## src/sv/thermal_alert_fsm_with_led_duty_core_defines.svh

```systemverilog
// Assertion macros for the thermal alert core.
`ifndef THERMAL_ALERT_FSM_WITH_LED_DUTY_CORE_DEFINES_SVH
`define THERMAL_ALERT_FSM_WITH_LED_DUTY_CORE_DEFINES_SVH

// Same-cycle implication, off while reset is asserted
`define TAE_ASSERT_IMP(label, clk, rst_n, ante, cons, msg) \
    label: assert property (@(posedge clk) disable iff (!(rst_n)) (ante) |-> (cons)) \
        else $error(msg);

// Next-cycle implication, off while reset is asserted
`define TAE_ASSERT_NXT(label, clk, rst_n, ante, cons, msg) \
    label: assert property (@(posedge clk) disable iff (!(rst_n)) (ante) |=> (cons)) \
        else $error(msg);

`endif

```

## src/sv/tae_pkg.sv

```systemverilog
`timescale 1ns / 1ps
`default_nettype none

package tae_pkg;

    // Field widths
    localparam int TEMP_W   = 16;
    localparam int SPAN_W   = 15;
    localparam int RAW_W    = 16;
    localparam int DUTY_W   = 7;
    localparam int MODE_W   = 2;
    localparam int CFG_IDX_W = 2;

    // Datapath widths
    localparam int PROD_W        = RAW_W + SPAN_W;
    localparam int THR_ACC_W     = PROD_W + 1;
    localparam int DIV_W         = PROD_W + 1;
    localparam int DVSR_W        = 16;
    localparam int BITS_PER_STEP = 2;
    localparam int DIV_STEPS     = DIV_W / BITS_PER_STEP;
    localparam int CNT_W         = $clog2(DIV_STEPS);

    // Reset values and constants
    localparam logic signed [TEMP_W-1:0] BASE_RST = 16'sd5120;
    localparam logic [SPAN_W-1:0]        SPAN_RST = 15'd5120;
    localparam logic [SPAN_W-1:0]        HYST_RST = 15'd512;
    localparam logic signed [TEMP_W-1:0] THR_RST  = 16'sd7680;
    localparam logic signed [TEMP_W-1:0] TEMP_MAX = 16'sh7FFF;
    localparam logic signed [TEMP_W-1:0] TEMP_MIN = 16'sh8000;
    localparam logic [DVSR_W-1:0]        ADC_FULL   = 16'hFFFF;
    localparam logic [DVSR_W-1:0]        ONE_DEGREE = 16'd256;
    localparam logic [DUTY_W-1:0]        DUTY_FULL  = 7'd100;
    localparam logic [SPAN_W-1:0]        DUTY_MUL   = 15'd100;

    // Register indexes
    localparam logic [CFG_IDX_W-1:0] CFG_IDX_BASE = 2'd0;
    localparam logic [CFG_IDX_W-1:0] CFG_IDX_SPAN = 2'd1;
    localparam logic [CFG_IDX_W-1:0] CFG_IDX_HYST = 2'd2;

    // Mode codes as seen on the result item
    localparam logic [MODE_W-1:0] MODE_CODE_IDLE  = 2'd0;
    localparam logic [MODE_W-1:0] MODE_CODE_MON   = 2'd1;
    localparam logic [MODE_W-1:0] MODE_CODE_ALERT = 2'd2;
    localparam logic [MODE_W-1:0] MODE_CODE_COOL  = 2'd3;

    typedef struct packed {
        logic                     sample_tick;
        logic                     button_pressed;
        logic                     temperature_valid;
        logic signed [TEMP_W-1:0] temperature;
        logic                     adc_valid;
        logic [RAW_W-1:0]         adc_raw;
    } t_in_item;

    typedef struct packed {
        logic [MODE_W-1:0]        mode_now;
        logic                     drive_update;
        logic [DUTY_W-1:0]        red_duty;
        logic [DUTY_W-1:0]        green_duty;
        logic                     blue_on;
        logic signed [TEMP_W-1:0] threshold_now;
    } t_out_item;

    // Alert state machine
    typedef enum logic [3:0] {
        MODE_IDLE  = 4'b0001,
        MODE_MON   = 4'b0010,
        MODE_ALERT = 4'b0100,
        MODE_COOL  = 4'b1000
    } t_mode;

    // Micro-operations of the datapath
    typedef enum logic [3:0] {
        U_ACCEPT     = 4'd0,
        U_MUL_THR    = 4'd1,
        U_DIV_STEP   = 4'd3,
        U_THR_SET    = 4'd4,
        U_FSM        = 4'd5,
        U_DUTY_PREP  = 4'd6,
        U_DIVLD_DUTY = 4'd7,
        U_DUTY_SET   = 4'd8,
        U_EMIT       = 4'd9
    } t_uop;

    // Sequencer branch conditions
    typedef enum logic [2:0] {
        J_NEXT     = 3'd0,
        J_WAIT_IN  = 3'd1,
        J_NO_ADC   = 3'd2,
        J_DIV_LOOP = 3'd3,
        J_NO_DUTY  = 3'd4,
        J_NUM_LE0  = 3'd5,
        J_WAIT_OUT = 3'd6
    } t_jcond;

    typedef logic [3:0] t_pc;

    localparam t_pc PC_WAIT      = 4'd0;
    localparam t_pc PC_MUL       = 4'd1;
    localparam t_pc PC_THR_SET   = 4'd2;
    localparam t_pc PC_FSM       = 4'd3;
    localparam t_pc PC_DUTY_PREP = 4'd4;
    localparam t_pc PC_DUTY_LD   = 4'd5;
    localparam t_pc PC_DUTY_DIV  = 4'd6;
    localparam t_pc PC_DUTY_SET  = 4'd7;
    localparam t_pc PC_EMIT      = 4'd8;

    typedef struct packed {
        t_uop   uop;
        t_jcond jcond;
        t_pc    target;
    } t_uword;

    typedef struct packed {
        logic load;
        logic step;
    } t_div_ctl;

    // Microprogram: branch to target on the condition, else fall through; waits hold the step
    function automatic t_uword ucode(t_pc pc);
        t_uword w;
        case (pc)
            PC_WAIT:      w = '{uop: U_ACCEPT,     jcond: J_WAIT_IN,  target: PC_MUL};
            PC_MUL:       w = '{uop: U_MUL_THR,    jcond: J_NO_ADC,   target: PC_FSM};
            PC_THR_SET:   w = '{uop: U_THR_SET,    jcond: J_NEXT,     target: PC_WAIT};
            PC_FSM:       w = '{uop: U_FSM,        jcond: J_NO_DUTY,  target: PC_EMIT};
            PC_DUTY_PREP: w = '{uop: U_DUTY_PREP,  jcond: J_NUM_LE0,  target: PC_EMIT};
            PC_DUTY_LD:   w = '{uop: U_DIVLD_DUTY, jcond: J_NEXT,     target: PC_WAIT};
            PC_DUTY_DIV:  w = '{uop: U_DIV_STEP,   jcond: J_DIV_LOOP, target: PC_DUTY_DIV};
            PC_DUTY_SET:  w = '{uop: U_DUTY_SET,   jcond: J_NEXT,     target: PC_WAIT};
            PC_EMIT:      w = '{uop: U_EMIT,       jcond: J_WAIT_OUT, target: PC_WAIT};
            default:      w = '{uop: U_ACCEPT,     jcond: J_WAIT_IN,  target: PC_MUL};
        endcase
        return w;
    endfunction

    function automatic logic [MODE_W-1:0] mode_code(t_mode m);
        logic [MODE_W-1:0] c;
        unique case (m)
            MODE_IDLE:  c = MODE_CODE_IDLE;
            MODE_MON:   c = MODE_CODE_MON;
            MODE_ALERT: c = MODE_CODE_ALERT;
            MODE_COOL:  c = MODE_CODE_COOL;
            default:    c = MODE_CODE_IDLE;
        endcase
        return c;
    endfunction

endpackage

`default_nettype wire

```

## src/sv/tae_div.sv

```systemverilog
`timescale 1ns / 1ps
`default_nettype none

// Restoring divider, two quotient bits per cycle while stepped
module tae_div (
    input  logic                           i_clk,
    input  logic                           i_rst_n,
    input  tae_pkg::t_div_ctl              i_ctl,
    input  logic [tae_pkg::DIV_W-1:0]      i_dividend,
    input  logic [tae_pkg::DVSR_W-1:0]     i_divisor,
    output logic [tae_pkg::DIV_W-1:0]      o_quotient,
    output logic                           o_busy
);
    import tae_pkg::*;

    logic [DIV_W-1:0]  r_quo;
    logic [DVSR_W-1:0] r_rem;
    logic [DVSR_W-1:0] r_div;
    logic [CNT_W-1:0]  r_cnt;

    logic [DIV_W-1:0]  w_quo;
    logic [DVSR_W-1:0] w_rem;
    logic [DVSR_W:0]   w_sh;
    logic [DVSR_W+1:0] w_trial;

    // Shift in the next dividend bit, keep the difference when it does not go negative
    always_comb begin
        w_quo   = r_quo;
        w_rem   = r_rem;
        w_sh    = '0;
        w_trial = '0;
        for (int i = 0; i < BITS_PER_STEP; i++) begin
            w_sh    = {w_rem, w_quo[DIV_W-1]};
            w_trial = {1'b0, w_sh} - {2'b00, r_div};
            w_rem   = w_trial[DVSR_W+1] ? w_sh[DVSR_W-1:0] : w_trial[DVSR_W-1:0];
            w_quo   = {w_quo[DIV_W-2:0], ~w_trial[DVSR_W+1]};
        end
    end

    // Step count
    always_ff @(posedge i_clk) begin
        if (!i_rst_n) begin
            r_cnt <= '0;
        end else if (i_ctl.load) begin
            r_cnt <= CNT_W'(DIV_STEPS - 1);
        end else if (i_ctl.step && (r_cnt != '0)) begin
            r_cnt <= r_cnt - 1'b1;
        end
    end

    // Partial remainder and quotient
    always_ff @(posedge i_clk) begin
        if (i_ctl.load) begin
            r_quo <= i_dividend;
            r_rem <= '0;
            r_div <= i_divisor;
        end else if (i_ctl.step) begin
            r_quo <= w_quo;
            r_rem <= w_rem;
        end
    end

    assign o_quotient = r_quo;
    assign o_busy     = (r_cnt != '0);

endmodule

`default_nettype wire

```

## src/sv/thermal_alert_fsm_with_led_duty_core.sv

```systemverilog
// Steps per item: accept, multiply, a threshold reload when a ticked item has a valid ADC
// sample, the mode update and, when a duty is due and the temperature is above base, the
// serial duty division; then the result is registered. One item at a time: the next item
// is taken the cycle after its result is registered, and the result step waits while the
// consumer holds the previous result.
// Reset (synchronous, active low): control and configuration registers to defaults, mode idle, threshold 30 deg C.
`timescale 1ns / 1ps
`default_nettype none
`include "thermal_alert_fsm_with_led_duty_core_defines.svh"

module thermal_alert_fsm_with_led_duty_core (
    input  logic                              i_clk,
    input  logic                              i_rst_n,
    input  logic                              i_in_valid,
    output logic                              o_in_ready,
    input  tae_pkg::t_in_item                 i_in,
    output logic                              o_out_valid,
    input  logic                              i_out_ready,
    output tae_pkg::t_out_item                o_out,
    input  logic                              i_cfg_valid,
    output logic                              o_cfg_ready,
    input  logic [tae_pkg::CFG_IDX_W-1:0]     i_cfg_index,
    input  logic [tae_pkg::TEMP_W-1:0]        i_cfg_data
);
    import tae_pkg::*;

    // Configuration and state
    logic signed [TEMP_W-1:0] r_base;
    logic [SPAN_W-1:0]        r_span_cfg;
    logic [SPAN_W-1:0]        r_hyst;
    t_mode                    r_mode;
    logic signed [TEMP_W-1:0] r_thr;

    // Sequencer and datapath
    t_pc                      r_pc;
    t_pc                      n_pc;
    t_in_item                 r_item;
    logic [PROD_W-1:0]        r_prod;
    logic [DVSR_W-1:0]        r_dspan;
    logic [DUTY_W-1:0]        r_red;
    t_out_item                r_out;
    logic                     r_out_valid;

    t_uword                   w_word;
    logic                     w_in_acc;
    logic                     w_out_free;
    logic signed [TEMP_W:0]   w_base_x;
    logic signed [TEMP_W:0]   w_thr_x;
    logic signed [TEMP_W:0]   w_temp_x;
    logic signed [TEMP_W:0]   w_num;
    logic signed [TEMP_W:0]   w_span_raw;
    logic [DVSR_W-1:0]        w_span;
    logic                     w_num_le0;
    logic [RAW_W-1:0]         w_mul_a;
    logic [SPAN_W-1:0]        w_mul_b;
    logic [PROD_W-1:0]        w_prod;
    logic [THR_ACC_W-1:0]     w_thr_acc;
    logic [SPAN_W-1:0]        w_thr_q;
    logic signed [TEMP_W:0]   w_thr_sum;
    logic signed [TEMP_W-1:0] w_thr_sat;
    logic signed [TEMP_W:0]   w_low;
    logic                     w_below;
    logic                     w_at_thr;
    t_mode                    w_mode_fsm;
    logic                     w_duty_go;
    logic [DUTY_W-1:0]        w_duty;
    t_out_item                w_emit;
    t_div_ctl                 w_div_ctl;
    logic [DIV_W-1:0]         w_quo;
    logic                     w_div_busy;

    // Control word for the current step
    assign w_word      = ucode(r_pc);
    assign o_in_ready  = (w_word.uop == U_ACCEPT);
    assign o_cfg_ready = 1'b1;
    assign w_in_acc    = i_in_valid && o_in_ready;
    assign w_out_free  = !r_out_valid || i_out_ready;

    // Sign-extended operands
    assign w_base_x   = {r_base[TEMP_W-1], r_base};
    assign w_thr_x    = {r_thr[TEMP_W-1], r_thr};
    assign w_temp_x   = {r_item.temperature[TEMP_W-1], r_item.temperature};
    assign w_num      = w_temp_x - w_base_x;
    assign w_span_raw = w_thr_x - w_base_x;
    assign w_num_le0  = w_num[TEMP_W] || (w_num == '0);
    assign w_span     = (w_span_raw[TEMP_W] || (w_span_raw[DVSR_W-1:0] < ONE_DEGREE))
                        ? ONE_DEGREE : w_span_raw[DVSR_W-1:0];

    // Shared multiplier: raw * span for the threshold, excess * 100 for the duty
    assign w_mul_a = (w_word.uop == U_MUL_THR) ? r_item.adc_raw : w_num[RAW_W-1:0];
    assign w_mul_b = (w_word.uop == U_MUL_THR) ? r_span_cfg : DUTY_MUL;
    assign w_prod  = PROD_W'(w_mul_a) * PROD_W'(w_mul_b);

    // Divide by 65535: floor(x / (2^16 - 1)) = (x + (x >> 16) + 1) >> 16 for this range
    assign w_thr_acc = THR_ACC_W'(r_prod) + THR_ACC_W'(r_prod[PROD_W-1:RAW_W])
                       + THR_ACC_W'(1);
    assign w_thr_q   = w_thr_acc[RAW_W+SPAN_W-1:RAW_W];

    // Threshold = base + quotient, saturated to 16 bits
    assign w_thr_sum = w_base_x + $signed({2'b00, w_thr_q});
    assign w_thr_sat = (w_thr_sum[TEMP_W] != w_thr_sum[TEMP_W-1])
                       ? (w_thr_sum[TEMP_W] ? TEMP_MIN : TEMP_MAX)
                       : w_thr_sum[TEMP_W-1:0];

    // Alert comparisons
    assign w_low    = w_thr_x - $signed({2'b00, r_hyst});
    assign w_below  = (w_temp_x < w_low);
    assign w_at_thr = (w_temp_x >= w_thr_x);

    // Mode transition
    always_comb begin
        w_mode_fsm = r_mode;
        if (r_item.button_pressed) begin
            w_mode_fsm = (r_mode == MODE_IDLE) ? MODE_MON : MODE_IDLE;
        end else if (r_item.sample_tick && r_item.temperature_valid) begin
            unique case (r_mode)
                MODE_IDLE: begin
                    w_mode_fsm = MODE_IDLE;
                end
                MODE_MON: begin
                    if (w_at_thr) w_mode_fsm = MODE_ALERT;
                end
                MODE_ALERT: begin
                    if (w_below) w_mode_fsm = MODE_COOL;
                end
                MODE_COOL: begin
                    if (w_below) begin
                        w_mode_fsm = MODE_MON;
                    end else if (w_at_thr) begin
                        w_mode_fsm = MODE_ALERT;
                    end
                end
                default: begin
                    w_mode_fsm = MODE_IDLE;
                end
            endcase
        end
    end

    assign w_duty_go = r_item.sample_tick && r_item.temperature_valid &&
                       ((w_mode_fsm == MODE_MON) || (w_mode_fsm == MODE_COOL));

    // Duty clamp
    assign w_duty = ((|w_quo[DIV_W-1:DUTY_W]) || (w_quo[DUTY_W-1:0] > DUTY_FULL))
                    ? DUTY_FULL : w_quo[DUTY_W-1:0];

    // Result item
    always_comb begin
        w_emit               = '0;
        w_emit.mode_now      = mode_code(r_mode);
        w_emit.drive_update  = r_item.sample_tick;
        w_emit.threshold_now = r_thr;
        if (r_item.sample_tick) begin
            if (r_mode == MODE_ALERT) begin
                w_emit.red_duty = DUTY_FULL;
            end else if ((r_mode == MODE_MON) || (r_mode == MODE_COOL)) begin
                w_emit.red_duty   = r_red;
                w_emit.green_duty = DUTY_FULL - r_red;
                w_emit.blue_on    = (r_mode == MODE_COOL);
            end
        end
    end

    // Serial divider for the duty
    assign w_div_ctl.load = (w_word.uop == U_DIVLD_DUTY);
    assign w_div_ctl.step = (w_word.uop == U_DIV_STEP);

    tae_div u_div (
        .i_clk      (i_clk),
        .i_rst_n    (i_rst_n),
        .i_ctl      (w_div_ctl),
        .i_dividend ({1'b0, r_prod}),
        .i_divisor  (r_dspan),
        .o_quotient (w_quo),
        .o_busy     (w_div_busy)
    );

    // Step counter branch
    always_comb begin
        unique case (w_word.jcond)
            J_NEXT:     n_pc = t_pc'(r_pc + 1'b1);
            J_WAIT_IN:  n_pc = w_in_acc ? w_word.target : r_pc;
            J_NO_ADC:   n_pc = (r_item.sample_tick && r_item.adc_valid)
                               ? t_pc'(r_pc + 1'b1) : w_word.target;
            J_DIV_LOOP: n_pc = w_div_busy ? w_word.target : t_pc'(r_pc + 1'b1);
            J_NO_DUTY:  n_pc = w_duty_go ? t_pc'(r_pc + 1'b1) : w_word.target;
            J_NUM_LE0:  n_pc = w_num_le0 ? w_word.target : t_pc'(r_pc + 1'b1);
            J_WAIT_OUT: n_pc = w_out_free ? w_word.target : r_pc;
            default:    n_pc = PC_WAIT;
        endcase
    end

    // Control state, configuration and alert state
    always_ff @(posedge i_clk) begin
        if (!i_rst_n) begin
            r_pc        <= PC_WAIT;
            r_base      <= BASE_RST;
            r_span_cfg  <= SPAN_RST;
            r_hyst      <= HYST_RST;
            r_mode      <= MODE_IDLE;
            r_thr       <= THR_RST;
            r_out_valid <= 1'b0;
        end else begin
            r_pc <= n_pc;
            if (i_cfg_valid && o_cfg_ready) begin
                case (i_cfg_index)
                    CFG_IDX_BASE: r_base     <= i_cfg_data;
                    CFG_IDX_SPAN: r_span_cfg <= i_cfg_data[SPAN_W-1:0];
                    CFG_IDX_HYST: r_hyst     <= i_cfg_data[SPAN_W-1:0];
                    default: ;
                endcase
            end
            if (w_word.uop == U_THR_SET) r_thr <= w_thr_sat;
            if (w_word.uop == U_FSM) r_mode <= w_mode_fsm;
            if ((w_word.uop == U_EMIT) && w_out_free) begin
                r_out_valid <= 1'b1;
            end else if (i_out_ready) begin
                r_out_valid <= 1'b0;
            end
        end
    end

    // Item payload and datapath registers
    always_ff @(posedge i_clk) begin
        if (w_in_acc) r_item <= i_in;
        unique case (w_word.uop)
            U_MUL_THR: begin
                r_prod <= w_prod;
            end
            U_FSM: begin
                r_red <= '0;
            end
            U_DUTY_PREP: begin
                r_prod  <= w_prod;
                r_dspan <= w_span;
            end
            U_DUTY_SET: begin
                r_red <= w_duty;
            end
            U_EMIT: begin
                if (w_out_free) r_out <= w_emit;
            end
            default: ;
        endcase
    end

    assign o_out_valid = r_out_valid;
    assign o_out       = r_out;

    // Checks
    `TAE_ASSERT_NXT(a_accept_runs, i_clk, i_rst_n, w_in_acc, r_pc == PC_MUL, "accepted item did not start the program")
    `TAE_ASSERT_IMP(a_red_range, i_clk, i_rst_n, o_out_valid, o_out.red_duty <= DUTY_FULL, "red duty above full scale")
    `TAE_ASSERT_IMP(a_duty_sum, i_clk, i_rst_n, o_out_valid && o_out.drive_update && (o_out.mode_now == MODE_CODE_MON || o_out.mode_now == MODE_CODE_COOL), (8'(o_out.red_duty) + 8'(o_out.green_duty)) == 8'd100, "red and green do not add to full scale")
    `TAE_ASSERT_IMP(a_no_drive, i_clk, i_rst_n, o_out_valid && !o_out.drive_update, (o_out.red_duty == '0) && (o_out.green_duty == '0) && !o_out.blue_on, "drive values set without a sample tick")

endmodule

`default_nettype wire
```

## config.mk

```make
export PLATFORM = sky130hd
export DESIGN_NAME = thermal_alert_fsm_with_led_duty_core
export DESIGN_NICKNAME = d
export VERILOG_FILES = /design/src/sv/tae_pkg.sv /design/src/sv/tae_div.sv /design/src/sv/thermal_alert_fsm_with_led_duty_core.sv
export VERILOG_INCLUDE_DIRS = /design/src /design/src/sv
export SDC_FILE = /design/constraint.sdc
export NUM_CORES = 1
export LEC_CHECK = 0
export BUFFER_PORTS_ARGS = -buffer_cell sky130_fd_sc_hd__buf_2
export CAP_MARGIN = 20
export CORE_MARGIN = 3
export CORE_UTILIZATION = 55
export CTS_CLUSTER_DIAMETER = 50
export DETAILED_ROUTE_END_ITERATION = 12
export PLACE_DENSITY = 0.72
export SYNTH_ARGS = -nofsm -noshare
export SYNTH_HDL_FRONTEND = slang
export SYNTH_SLANG_ARGS = --single-unit
export TNS_END_PERCENT = 100
```

## constraint.sdc

```tcl
create_clock -name i_clk -period 10.8 [get_ports i_clk]
set_clock_uncertainty 0.1 [all_clocks]
set_input_delay 1.62 -clock i_clk [delete_from_list [all_inputs] [get_ports i_clk]]
set_output_delay 1.62 -clock i_clk [all_outputs]
set_load 0.005 [all_outputs]
```

# --- Yosys cells after proc, flatten, opt, wreduce, memory -nomap -nowiden ---
# Memory sizes are Yosys's and may differ from the RTL's. A register that Yosys moved wholly into a read port is not among the register bits.
# Index checks and enable logic that the tools add are counted.
# W data, S select, Z words.
word_totals:
  regBits: 263
  memories: 1
  rom_bits: 176
classes:
  n_reduce_logical: 30
  mux: 33
  n_bitwise: 4
  order_cmp: 4
  multipliers: 1
  n_eq_ne: 25
  addsub: 11
memory_table:
  columns: ["memory", "words", "word_bits", "read_ports", "rd_ports_with_merged_regs", "write_ports", "line", "text"]
  rows:
  - ["(no name shown)", 16, 11, 1, 1, 0, "tae_pkg.sv:122", "case (pc)"]
op_table:
  columns: ["op", "n"]
  rows:
  - ["$mux W16", 5]
  - ["$mux W31", 2]
  - ["$mux W4", 15]
  - ["$sub A16 B16 Y17", 3]
  - ["$sub A17 B16 Y18", 2]
  - ["$add A31 B1 Y31 const B", 1]
  - ["$add A31 B15 Y31", 1]
  - ["$mul A16 B15 Y31", 1]
  - ["$mux W15", 2]
  - ["$pmux W4 S7", 1]
  - ["$reduce_or A25 Y1", 1]
  - ["$eq A4 B3 Y1 const B", 5]
  - ["$add A16 B16 Y17", 1]
  - ["$logic_not A17 Y1", 1]
  - ["$lt A16 B17 Y1", 1]
  - ["$eq A4 B4 Y1 const B", 4]
  - ["$ge A16 B16 Y1", 1]
  - ["$lt A16 B9 Y1 const B", 1]
  - ["$mux W7", 2]
  - ["$pmux W7 S2", 1]
  - ["$eq A4 B2 Y1 const B", 3]
  - ["$pmux W4 S3", 1]
  - ["$reduce_and A2 Y1", 5]
  - ["$eq A3 B3 Y1 const B", 3]
  - ["other kinds (25)", 45]

# --- Logic depth before layout (Yosys ltp) ---
depth:
  word_depth: 13
  mapped_depth: 32

# --- By module ---
# From an unflattened synthesis, not the netlist that was laid out.
unflattened:
  cells_unflattened: 2583
  area_unflattened_um2: 24382.1
by_module_without_submodules:
  columns: ["module", "n_inst", "cells_each", "area_per_inst_um2", "seq_area_each_um2"]
  rows:
  - ["thermal_alert_fsm_with_led_duty_core", 1, 2165, 19916.6, 5335.1]
  - ["tae_div", 1, 418, 4465.5, 1841.8]

# --- Worst setup path before layout ---
# No wires, ideal clock.
synth_path:
  kind: "flip-flop to flip-flop"
  startpoint: "reg r_item[17] in the netlist's numbering"
  endpoint: "reg r_prod[27] (data pin)"
  slack_ps: 3153
  path_stages_with_launch: 30
  period_less_slack_ps: 7647
  t_arrival_ps: 7287
  required_time_ps: 10440
  setup_time_ps: 260
  cell_sequence: "edfxtp_1 > inv_1 > ha_1 > inv_1 > fa_1 > a211oi_2 > o21ai_1 > a41oi_2 > xor2_1 > o21ai_0 > nor2b_1 > fa_1 > fa_1 > fa_1 > inv_1 > fa_1 > fa_1 > inv_1 > fa_1 > ha_1 > o21ai_0 > nand2b_1 > a21oi_1 > o31ai_1 > a2111oi_0 > o21a_1 > a221oi_1 > a21o_1 > a21oi_1 > xnor2_1"
synth_via:
  elab_chain_cells: 3
synth_lines:
  columns: ["element", "line", "text"]
  rows:
  - ["from (decl)", "thermal_alert_fsm_with_led_duty_core.sv:37", "t_in_item r_item;"]
  - ["from (signal assigned)", "thermal_alert_fsm_with_led_duty_core.sv:225", "if (w_in_acc) r_item <= i_in;"]
  - ["$sub A16 B16 Y17", "thermal_alert_fsm_with_led_duty_core.sv:83", "assign w_num = w_temp_x - w_base_x;"]
  - ["$mux W16", "thermal_alert_fsm_with_led_duty_core.sv:90", "assign w_mul_a = (w_word.uop == U_MUL_THR) ? r_item.adc_raw : w_num[RAW_W-1:0];"]
  - ["$mul A16 B15 Y31", "thermal_alert_fsm_with_led_duty_core.sv:92", "assign w_prod = PROD_W'(w_mul_a) * PROD_W'(w_mul_b);"]
  - ["via w_prod[27]", "thermal_alert_fsm_with_led_duty_core.sv:56", "logic [PROD_W-1:0] w_prod;"]
  - ["to (signal assigned)", "thermal_alert_fsm_with_led_duty_core.sv:228", "r_prod <= w_prod;"]
  - ["to (signal assigned)", "thermal_alert_fsm_with_led_duty_core.sv:234", "r_prod <= w_prod;"]
  - ["to (decl)", "thermal_alert_fsm_with_led_duty_core.sv:38", "logic [PROD_W-1:0] r_prod;"]
# The timed path passes the listed nets, and every way through them passes these cells.
# A chain may end at the register's enable or synchronous reset.

# --- Final worst setup path ---
layout_path:
  startpoint: "reg r_item[17] in the netlist's numbering"
  endpoint: "reg r_prod[29] (data pin)"
# Same word-level chain as after synthesis.

==> flow_summary.yaml <==
synth:
  syn_inst: 2655
  yosysUniqueCellTypes: 94
  ys_ff_latch: 273
  synth_area_sq_mm: 0.02445
  seq_area_frac_synth_pct: 29.32
  synth_edf_count: 170
  synth_area_per_cell_sq_um: 9.208
  synthArstFlopShare_pct: 0
  synth_ff_type: "edfxtp_1"
  syn-num-nets: 3144
  ys_warn_count: 0
floorplan:
  dieArea_sq_mm: 0.04702
  ioPinCount: 96
  die_h_um: 216.8
  rows: 76
  core_sq_mm: 0.04346
  start_util_pct: 56.26
  die_w_um: 216.8
clock_tree:
  cts_root_buf: "clkbuf_16"
  ctsHtreeMaxLevel: 2
  hold_buffers: 0
  post_cts_resized: 0
  cts_tree: "built"
  post_cts_buffers: 0
  cts_sinks: 273
  clockBufferDepth: 3
  cts.clk_slew.worst_paths_ps: 60
  numCtsBuffers: 38
  clk_latency_ps: 580
final_layout:
  final_cell_mix: "nand2_1 (400), inv_1 (287), ha_1 (244)"
  area_growth_pct: 9.709
  finalNetCount: 3199
  layout-drive-gt1-share_pct: 8.948
  fillers: 3711
  utilization_pct: 61.72
  num_antenna_cells: 0
  final_common_cell: "nand2_1"
worst_setup_path:
  cp_max_fo: 5
  cp_slowest_cell: "fa_1"
  cp-endpoint: "r_prod[29]$_DFFE_PP_"
  crit_path_frequent_cell: "fa_1"
  crit_path_start_kind: "register"
  critPathMaxStageDelay_ps: 530
  r2r_end: "r_prod[29]$_DFFE_PP_"
  reg2reg_depth: 29
  reg2reg_slack_ps: 2160
  rr_startpoint: "r_item[17]$_DFFE_PP_"
  crit_type: "register to register"
  endpoint_kind: "register"
  worstSetupStartpoint: "r_item[17]$_DFFE_PP_"
  required_ps: 11000
  crit_arrival_ps: 8840
drt:
  wire_per_inst_um: 20.93
  firstDrtPassIters: 6
  ant_nets: 0
  wl_mm: 69.57
  drt_drc_violations_left: 0
  drtIter0Drc: 1856
  num_vias: 19830
  viasPerCell: 5.968
min_path:
  hold_path_startpoint: "r_dspan[2]$_SDFFCE_PP0P_"
  holdCritPathClass: "register to register"
global_routing:
  grt.total_usage_pct: 29.64
  grt_overflow: 0
  grt_pass1_vias: 19610
  grt_pass1_wl_mm: 108.6
  grt_start_max_net_pins: 93
  antenna_found_initial: 0
placed_design:
  port_buffers: 94
  hpwl_mm: 54.14
  place_ws_ps: 2277
  routabilityCongestion: 0.9624
power_and_ir_drop:
  peakVddDrop_mv: 0.5293
  p_total_w: 0.009385
  p_leak_nw: 11.86
  power_density_mw_per_mm2: 349.9
timing:
  slew_viol_final: 0
  clock.fmax_ghz: 0.1157
  period_minus_slack_ps: 8644
  holdWs_ps: 318.7
  finalSetupTns_ps: 0
  slew-limit-headroom_pct: 26.87
  tightest_slew_ps: 1092
  finalCritPeriodShare_pct: 80.04
  setup_slack_ps: 2156
  rsz0062_at_grt: "false"
  setup_viol: 0
  hold_viol_final: 0
job:
  drv_cap: 0
run_status:
  status: "complete, no violations"
[worst max-delay path: cells and delay by family (launching register included)]
kind | cells | cell delay (ps)
flip-flops | 1 | 400
XOR/XNOR | 2 | 230
AND/OR/NAND/NOR | 3 | 420
AO/OA/AOI/OAI | 11 | 3070
buffers and inverters | 4 | 260
adder cells (fa/ha/maj) | 9 | 3870
[synthesized netlist by cell type (all sizes together), types with 19 or more instances]
cell type | count | area share, %
a211oi | 31 | 1.0
a21o | 32 | 0.98
a21oi | 143 | 3.0
and2 | 49 | 1.3
and3 | 83 | 2.1
clkbuf | 81 | 1.2
dfxtp | 103 | 8.4
edfxtp | 170 | 21
fa | 186 | 15
ha | 244 | 12
inv | 288 | 4.4
mux2i | 21 | 0.86
nand2 | 401 | 6.2
nand2b | 29 | 0.74
nand3 | 59 | 1.2
nor2 | 128 | 2.0
nor2b | 45 | 1.2
nor3 | 45 | 0.96
o21a | 19 | 0.58
o21ai | 120 | 2.5
xnor2 | 70 | 2.5
xor2 | 35 | 1.3
[cell type report]
type	instances	area [sq um]	share of cell area [%]
multi-input cells	1999	15840	59.05
repair buffers	110	603.1	2.249
well taps	585	732.0	2.729
clock buffers	41	983.4	3.667
clock inverters	27	415.4	1.549
flip-flops and latches	273	7167	26.72
inverters	288	1081	4.031
[power breakdown]
group	switching [W]	internal [W]
registers	0.000259	0.00151
logic	0.00362	0.00260
clock network	0.000526	0.000868
total	0.00441	0.00498
[sequential cells by signal, summed over array words and instances, names as in the netlist]
name / cells
u_div.r_div: 16
o_out: 33
r_base: 16
r_red: 7
u_div.o_quotient: 32
u_div.r_cnt: 4
r_item: 36
r_span_cfg: 15
r_mode: 4
o_out_valid: 1
r_dspan: 16
r_thr: 16
r_prod: 31
r_hyst: 15
r_pc: 4
u_div.r_rem: 16
w_word: 11
[stage by stage]
step / cell area, sq um / cells
floorplan: 24450 / 2655
global placement: 25400 / 3254
detailed placement: 25400 / 3254
CTS: 26800 / 3322
global route: 26820 / 3323
finish: 26820 / 3323
[how the worst min path moves through the flow]
stage	cells past startpoint	to
after global placement	0	u_div.r_div[1]$_DFFE_PP_
after global routing	0	u_div.r_div[6]$_DFFE_PP_
final	0	u_div.r_div[2]$_DFFE_PP_
after detailed placement	0	u_div.r_div[2]$_DFFE_PP_
after floorplan	0	u_div.r_div[0]$_DFFE_PP_
after CTS	0	u_div.r_div[2]$_DFFE_PP_
[routing by layer]
layer	vias up	share of wire [%]	global-route usage, %
met5	-	0	0
li1	9245	-	-
met2	813	46	46.82
met3	189	8.2	5.236
met1	9586	41	39.49
met4	0	5.7	15.00
[cells by family after synthesis]
family | synth area share, %
compound gates | 13.13
other cells | 0.01534
xor+xnor | 3.792
fa+ha+maj | 27.72
buf+inv | 5.988
mux | 1.658
simple gates | 18.38
flops | 29.32
(Power assumes the default switching activity.)
